<file path="src/rtl/increasing_subsequence_counter_defines.svh">
// ----------------------------------------------------------------------------
// Increasing subsequence counter: assertion macros
// Shared property macros for the concurrent checks in the RTL.
// ----------------------------------------------------------------------------
`ifndef INCREASING_SUBSEQUENCE_COUNTER_DEFINES_SVH
`define INCREASING_SUBSEQUENCE_COUNTER_DEFINES_SVH

// Same-cycle implication, sampled on clk, off during reset
`define ISC_ASSERT_NOW(lbl, ante, cons, msg) \
	lbl: assert property (@(posedge clk) disable iff (!arst_n) (ante) |-> (cons)) \
		else $error(msg);

// Next-cycle implication, sampled on clk, off during reset
`define ISC_ASSERT_NEXT(lbl, ante, cons, msg) \
	lbl: assert property (@(posedge clk) disable iff (!arst_n) (ante) |=> (cons)) \
		else $error(msg);

`endif

</file>
<file path="src/rtl/isc_pkg.sv">
// ----------------------------------------------------------------------------
// isc_pkg
// Widths and shared types of the increasing subsequence counter.
// ----------------------------------------------------------------------------
package isc_pkg;

	// field widths
	localparam int unsigned VAL_W = 32;
	localparam int unsigned CNT_W = 30;
	localparam int unsigned K_W   = 6;

	// reset value of the subsequence length register
	localparam logic [K_W-1:0] K_RESET = 6'd2;

	// controls from the sequencer to the lane accumulators
	typedef struct packed {
		logic acc_clr;  // clear the per-length sums (new request)
		logic acc_en;   // a stored row is on the read port
		logic col_clr;  // sequence restarts: drop column totals
		logic col_add;  // new row is written: add it to the totals
	} ctl_t;

endpackage

</file>
<file path="src/rtl/isc_ctrl.sv">
// ----------------------------------------------------------------------------
// isc_ctrl
// Sequencer: takes a request, scans the stored rows one per cycle, writes
// the new row back and holds the result register.
// ----------------------------------------------------------------------------
`include "increasing_subsequence_counter_defines.svh"

module isc_ctrl #(
	parameter int unsigned MAX_ITEMS = 32
) (
	input  logic                          clk,
	input  logic                          arst_n,
	// request channel
	input  logic                          in_valid,
	output logic                          in_ready,
	input  logic [isc_pkg::VAL_W-1:0]     value,
	input  logic                          first,
	// result channel
	output logic                          out_valid,
	input  logic                          out_ready,
	output logic [isc_pkg::CNT_W-1:0]     count,
	output logic                          overflow,
	// datapath
	input  logic [isc_pkg::CNT_W-1:0]     sel_total,
	output isc_pkg::ctl_t                 ctl,
	output logic [isc_pkg::VAL_W-1:0]     v,
	output logic                          rd_en,
	output logic [$clog2(MAX_ITEMS)-1:0]  rd_addr,
	output logic                          wr_en,
	output logic [$clog2(MAX_ITEMS)-1:0]  wr_addr
);

	localparam int unsigned AW = $clog2(MAX_ITEMS);
	localparam int unsigned CW = $clog2(MAX_ITEMS + 1);

	typedef enum logic [2:0] {
		S_IDLE,
		S_SCAN,
		S_DRAIN,
		S_WRITE,
		S_DONE
	} state_t;

	state_t                        state_q;
	logic [CW-1:0]                 cnt_q;
	logic [CW-1:0]                 e_q;
	logic [AW-1:0]                 idx_q;
	logic                          ovf_q;
	logic                          rd_v_s1;
	logic [isc_pkg::VAL_W-1:0]     v_q;
	logic                          out_valid_q;
	logic [isc_pkg::CNT_W-1:0]     count_q;
	logic                          overflow_q;
	logic                          accept;
	logic                          full;
	logic                          out_free;

	assign in_ready  = (state_q == S_IDLE);
	assign accept    = in_valid && in_ready;
	assign full      = !first && (cnt_q == CW'(MAX_ITEMS));
	assign out_free  = !out_valid_q || out_ready;

	// memory controls
	assign rd_en   = (state_q == S_SCAN);
	assign rd_addr = idx_q;
	assign wr_en   = (state_q == S_WRITE);
	assign wr_addr = e_q[AW-1:0];

	// lane controls
	always_comb begin
		ctl.acc_clr = accept;
		ctl.acc_en  = rd_v_s1;
		ctl.col_clr = accept && first;
		ctl.col_add = wr_en;
	end

	assign v         = v_q;
	assign out_valid = out_valid_q;
	assign count     = count_q;
	assign overflow  = overflow_q;

	// state and registered outputs
	always_ff @(posedge clk or negedge arst_n) begin
		if (!arst_n) begin
			state_q     <= S_IDLE;
			cnt_q       <= '0;
			e_q         <= '0;
			idx_q       <= '0;
			ovf_q       <= 1'b0;
			rd_v_s1     <= 1'b0;
			out_valid_q <= 1'b0;
			v_q         <= '0;
			count_q     <= '0;
			overflow_q  <= 1'b0;
		end else begin
			rd_v_s1 <= rd_en;
			// in S_DONE the result load below decides out_valid
			if (out_valid_q && out_ready && state_q != S_DONE) begin
				out_valid_q <= 1'b0;
			end
			unique case (state_q)
				S_IDLE: begin
					if (in_valid) begin
						v_q   <= value;
						ovf_q <= full;
						idx_q <= '0;
						e_q   <= first ? '0 : cnt_q;
						if (full) begin
							state_q <= S_DONE;
						end else if (first || cnt_q == '0) begin
							state_q <= S_WRITE;
						end else begin
							state_q <= S_SCAN;
						end
					end
				end
				S_SCAN: begin
					// one stored row per cycle, elements 0 .. e-1
					idx_q <= idx_q + AW'(1);
					if (CW'(idx_q) == e_q - CW'(1)) begin
						state_q <= S_DRAIN;
					end
				end
				S_DRAIN: begin
					// last row lands in the lanes
					state_q <= S_WRITE;
				end
				S_WRITE: begin
					cnt_q   <= e_q + CW'(1);
					state_q <= S_DONE;
				end
				S_DONE: begin
					if (out_free) begin
						out_valid_q <= 1'b1;
						count_q     <= sel_total;
						overflow_q  <= ovf_q;
						state_q     <= S_IDLE;
					end
				end
				default: begin
					state_q <= S_IDLE;
				end
			endcase
		end
	end

	// checks
	`ISC_ASSERT_NOW(a_cnt_max, 1'b1, cnt_q <= CW'(MAX_ITEMS), "element count past capacity")
	`ISC_ASSERT_NOW(a_scan_idx, state_q == S_SCAN, CW'(idx_q) < e_q, "scan beyond new element")
	`ISC_ASSERT_NEXT(a_cnt_adv, state_q == S_WRITE, cnt_q == $past(e_q) + CW'(1),
		"element count not advanced after row write")
	`ISC_ASSERT_NOW(a_ovf_full, state_q == S_DONE && ovf_q, cnt_q == CW'(MAX_ITEMS),
		"overflow reported while store not full")

endmodule

</file>
<file path="config.mk">
export PLATFORM = sky130hd
export DESIGN_NAME = isc_ctrl
export DESIGN_NICKNAME = d
export VERILOG_FILES = /design/src/rtl/isc_pkg.sv /design/src/rtl/isc_ctrl.sv
export VERILOG_INCLUDE_DIRS = /design/src /design/src/rtl
export SDC_FILE = /design/constraint.sdc
export NUM_CORES = 1
export LEC_CHECK = 0
export ABC_AREA = 1
export BUFFER_PORTS_ARGS = -buffer_cell sky130_fd_sc_hd__buf_2
export CAP_MARGIN = 20
export CORE_UTILIZATION = 52
export DETAILED_ROUTE_END_ITERATION = 16
export GPL_TIMING_DRIVEN = 0
export PLACE_DENSITY = 0.91
export SLEW_MARGIN = 20
export SYNTH_ARGS = -nofsm -noshare
export SYNTH_HDL_FRONTEND = slang
export SYNTH_SLANG_ARGS = --single-unit
</file>
<file path="constraint.sdc">
create_clock -name clk -period 4.04 [get_ports clk]
set_clock_uncertainty 0.2 [all_clocks]
set_input_delay 0.606 -clock clk [delete_from_list [all_inputs] [get_ports clk]]
set_output_delay 0.606 -clock clk [all_outputs]
set_load 0.01 [all_outputs]
</file>
## Yosys cells after proc, flatten, opt, wreduce, memory -nomap -nowiden

Cells that the tools add are included.
W data, S select, Z words.

| cells by class | value |
|---|---|
| muxes and demuxes | 12 |
| eq/ne operators | 10 |
| add/sub/neg operators | 3 |
| reductions and logical operators | 16 |

Operators by type and width:

| operator | count |
|---|---|
| $pmux W3 S5 | 1 |
| $mux W3 | 4 |
| $pmux W5 S2 | 1 |
| $add A6 B1 Y6 const B | 1 |
| $eq A3 B2 Y1 const B | 2 |
| $eq A5 B6 Y1 | 1 |
| $eq A6 B6 Y1 const B | 1 |
| $logic_not A6 Y1 | 1 |
| $mux W6 | 1 |
| $reduce_and A2 Y1 | 3 |
| $sub A6 B1 Y6 const B | 1 |
| $add A5 B1 Y5 const B | 1 |
| $logic_and A1 B1 Y1 | 5 |
| $mux W5 | 1 |
| $ne A2 B2 Y1 const B | 2 |
| $eq A3 B1 Y1 const B | 1 |
| $eq A3 B3 Y1 const B | 1 |
| $logic_not A3 Y1 | 1 |
| $mux W1 | 3 |
| $ne A3 B3 Y1 const B | 1 |
| $reduce_and A3 Y1 | 1 |
| $logic_not A1 Y1 | 2 |
| $logic_or A1 B1 Y1 | 2 |
| $mux W2 | 1 |
| other kinds (2) | 2 |

| storage, ports and cells | value |
|---|---|
| logic and storage cells | 51 |
| output and inout bits | 81 |
| register bits | 86 |

## Logic depth before layout (Yosys ltp)

| logic depth | value |
|---|---|
| word-level depth | 6 |
| gate-level depth with buffers | 12 |

## Worst setup path after synthesis

Ideal clock, no wire load.

| path | value |
|---|---|
| path kind | flip-flop to output port |
| start | reg state_q[0] |
| end | out ctl[1] (netlist name) |
| arrival time | 1.247 ns |
| cell stages (with the launch flop) | 7 |
| required time | 3.234 ns |
| setup slack | 1.987 ns |
| buffers on the path | 1 |
| cell sequence | dfrtp_1 -> nor2_1 -> inv_2 -> nor2_4 -> nand2_4 -> clkbuf_1 -> nor2_1 |

RTL lines:

| item | RTL line | RTL |
|---|---|---|
| from (decl) | isc_ctrl.sv:44 | `state_t state_q;` |
| from (signal assigned) | isc_ctrl.sv:85 | `state_q <= S_IDLE;` |
| from (signal assigned) | isc_ctrl.sv:109 | `state_q <= S_DONE;` |
| from (signal assigned) | isc_ctrl.sv:111 | `state_q <= S_WRITE;` |
| to (decl) | isc_ctrl.sv:25 | `output isc_pkg::ctl_t ctl,` |

## Final worst setup path

| path | value |
|---|---|
| start | reg state_q[0] |
| end | out ctl[3] (netlist name) |

| on the way | value |
|---|---|
| word-level cells in the longest chain between the ends | 2 |

RTL lines:

| item | RTL line | RTL |
|---|---|---|
| $logic_not A3 Y1 | isc_ctrl.sv:58 | `assign in_ready = (state_q == S_IDLE);` |
| $logic_and A1 B1 Y1 | isc_ctrl.sv:59 | `assign accept = in_valid && in_ready;` |

No other way between the ends.

==> reports/metrics.csv <==
metric;value;unit
top cells by area, synth;dfrtp_1 (56%), nand2_1 (14%), mux2_4 (12%), nand3_1 (2.5%), o21ai_0 (2.5%);
CTS Root Cell;clkbuf_8;
worst-case vdd ir drop;0.155;mV
Finish-stage setup viols;0;
crit path max fanout;10;
GRT Util Overall;0.226;
Final Cycle Share;0.655;
Post-DP Area;4710;sq um
# rows;30;
core area;6940;sq um
Slew Viols, Final;0;
min cycle time layout;2.65;ns
most frequent cells in the layout;buf_2 (147), nand2_1 (143), dfrtp_1 (86);
Cells after Synth;380;
cell area after layout;4890;sq um
n_diodes;0;
Switch Pwr;0.333;mW
Tightest Pin Transition;0.474;ns
CP startpoint kind;flop;
CTS Buf Count;9;
status;completed;
Die Span X;87.7;microns
DP Worst Slack;1.76;ns
Slew HR;0.684;
area of the multi-input gates;1420;sq um
first-pass GRT wire length;13.5;mm
Final Wtd Congestion;0.899;
clock latency at the later pin of the worst-skew pair;0.34;ns
CTS tree;built;
Synth Net Count;450;
P_int;1.13;mW
CP Class;reg -> out;
die area;7690;sq um
Overflow after GRT;0;
Clock transition at path regs;0.09;ns
Power Total;1.46;mW
Starting Density;0.550;
commonest non-fill, non-tap cell in the layout;buf_2;
layout cells sized above 1;0.401;
synth warn;0;
Final #Nets;609;
#FFs+latches synth;86;
average size of a mapped cell;10.1;sq um
DRT iter0 DRCs;98;
fraction of power consumed by sequential logic;0.588;
WL/cell;13.6;microns
Arrival @ worst endpoint;1.84;ns
Worst Path Required;3.23;ns
Register Area;2150;sq um
Hold WS;0.00761;ns
die span in y;87.7;microns
Port Buffer Count;147;
Cell variety after synth;25;
Max Cap Viol;0;
fillcell total;531;
PostCTS Resize Cnt;0;
synthesized cell area;3820;sq um
Worst setup EP type;primary output;
share of the synthesized area in the top cell type;0.563;
postcts setup bufs;0;
Placed Instances;624;
DR pass1 iterations;4;
setup_tns;0;ns
Final Non-Filler Cells;640;
worst setup margin;1.39;ns
Clock Path Buffers;2;
vias per cell;4.97;
Yosys top cell by area;dfrtp_1;
initial antenna violation count;0;
Post-DP HPWL;6.58;mm
final wirelength;8.70;mm
sequential area share after synthesis;0.563;
Leak;2.98;nW
I/O Pins;148;
Max Fclk;378;MHz
area delta synth->final;28.0;%
switch share;0.227;
Routed Antenna Nets;0;
Final Util;0.704;
Hold WC Path Type;in -> async;
CTS sink cnt;86;
cell area power density;299;nW/um^2
combinational share of power;0.037;
Clk pwr share;0.375;
number of global-route vias before repair;2958;
final hold vios;0;
H-tree levels;3;
routed vias;3179;
CTS Hold Bufs;0;
largest net degree at the start of global routing;53;
DR DRC count;0;
unrepaired setup endpoints after global routing;no;
-- cell type report --
class,instances,area share
inverters,26,0.0205
repair buffers,148,0.157
well taps,96,0.0246
clock buffers,10,0.0282
clock inverters,6,0.00921
plain buffers,20,0.0294
flip-flops and latches,86,0.440
multi-input cells,248,0.291
-- state kept, by name, indices dropped and copies added (netlist names) --
register / flops
rd_addr: 5
e_q: 6
out_valid: 1
count: 30
cnt_q: 6
state_q: 3
v: 32
ovf_q: 1
overflow: 1
rd_v_s1: 1
-- per-layer routing --
layer | up-vias | track usage | part of all wire
met5 | - | 0 | 0
met3 | 16 | 0.0434 | 0.074
met4 | 0 | 0.0760 | 0.017
li1 | 1512 | - | -
met2 | 145 | 0.387 | 0.48
met1 | 1506 | 0.290 | 0.43
-- worst max-delay path: stages (launching register included) --
cell and delay [ns]:
dfrtp_1 0.42, nor2_1 0.17, inv_2 0.10, nor2_4 0.14
nand2_4 0.13, inv_4 0.14, buf_4 0.18, buf_4 0.11
buf_2 0.11
-- logic make-up (layout without fill, tap and decap cells) --
logic type / after synthesis / count (layout) / synth area share
adders and majority gates: 3 / 3 / 0.00983
muxes: 31 / 31 / 0.121
AOI/OAI and AO/OA: 24 / 24 / 0.0341
DFF: 86 / 86 / 0.563
and+or+nand+nor: 184 / 184 / 0.194
buffers and inverters: 46 / 210 / 0.0639
xor gates and xnor gates: 6 / 6 / 0.0138
-- power by group through the flow --
| stage | Sequential [mW] | Clock (mW) | Combinational (mW) |
|---|---|---|---|
| floorplan | 0.877 | 0 | 0.00181 |
| CTS | 0.860 | 0.559 | 0.0565 |
| global route | 0.860 | 0.604 | 0.0611 |
| detailed placement | 0.877 | 0 | 0.0558 |
| finish | 0.860 | 0.549 | 0.0548 |
| global placement | 0.877 | 0 | 0.0498 |
-- synthesized netlist by cell type --
library cell,n
a21oi_1,1
buf_2,1
buf_4,12
buf_6,3
clkbuf_1,4
dfrtp_1,86
ha_1,3
inv_1,23
inv_2,2
inv_4,1
mux2_2,1
mux2_4,30
nand2_1,143
nand2_2,1
nand2_4,1
nand3_1,19
nor2_1,16
nor2_4,2
nor3_1,2
o21ai_0,19
o22ai_1,2
o311ai_0,1
o32ai_1,1
xnor2_1,1
xor2_1,5
-- path summary, 6_finish.rpt --
| kind | startpoint | to | slack, ns | depth (start not counted) |
|---|---|---|---|---|
| max reg2reg | e_q[0] | state_q[1] | 2.10 | 12 |
| min in group clk | value[22] | v[22] | 0.25 | 3 |
| min | arst_n | count[1] | 0.008 | 1 |
| max in group asynchronous | arst_n | v[1] | 3.02 | 2 |
| min reg2reg | v[19] | v[19] | 0.28 | 2 |
| max | state_q[0] | ctl[3] | 1.39 | 8 |
No activity file was read; power rests on OpenSTA's default activity.
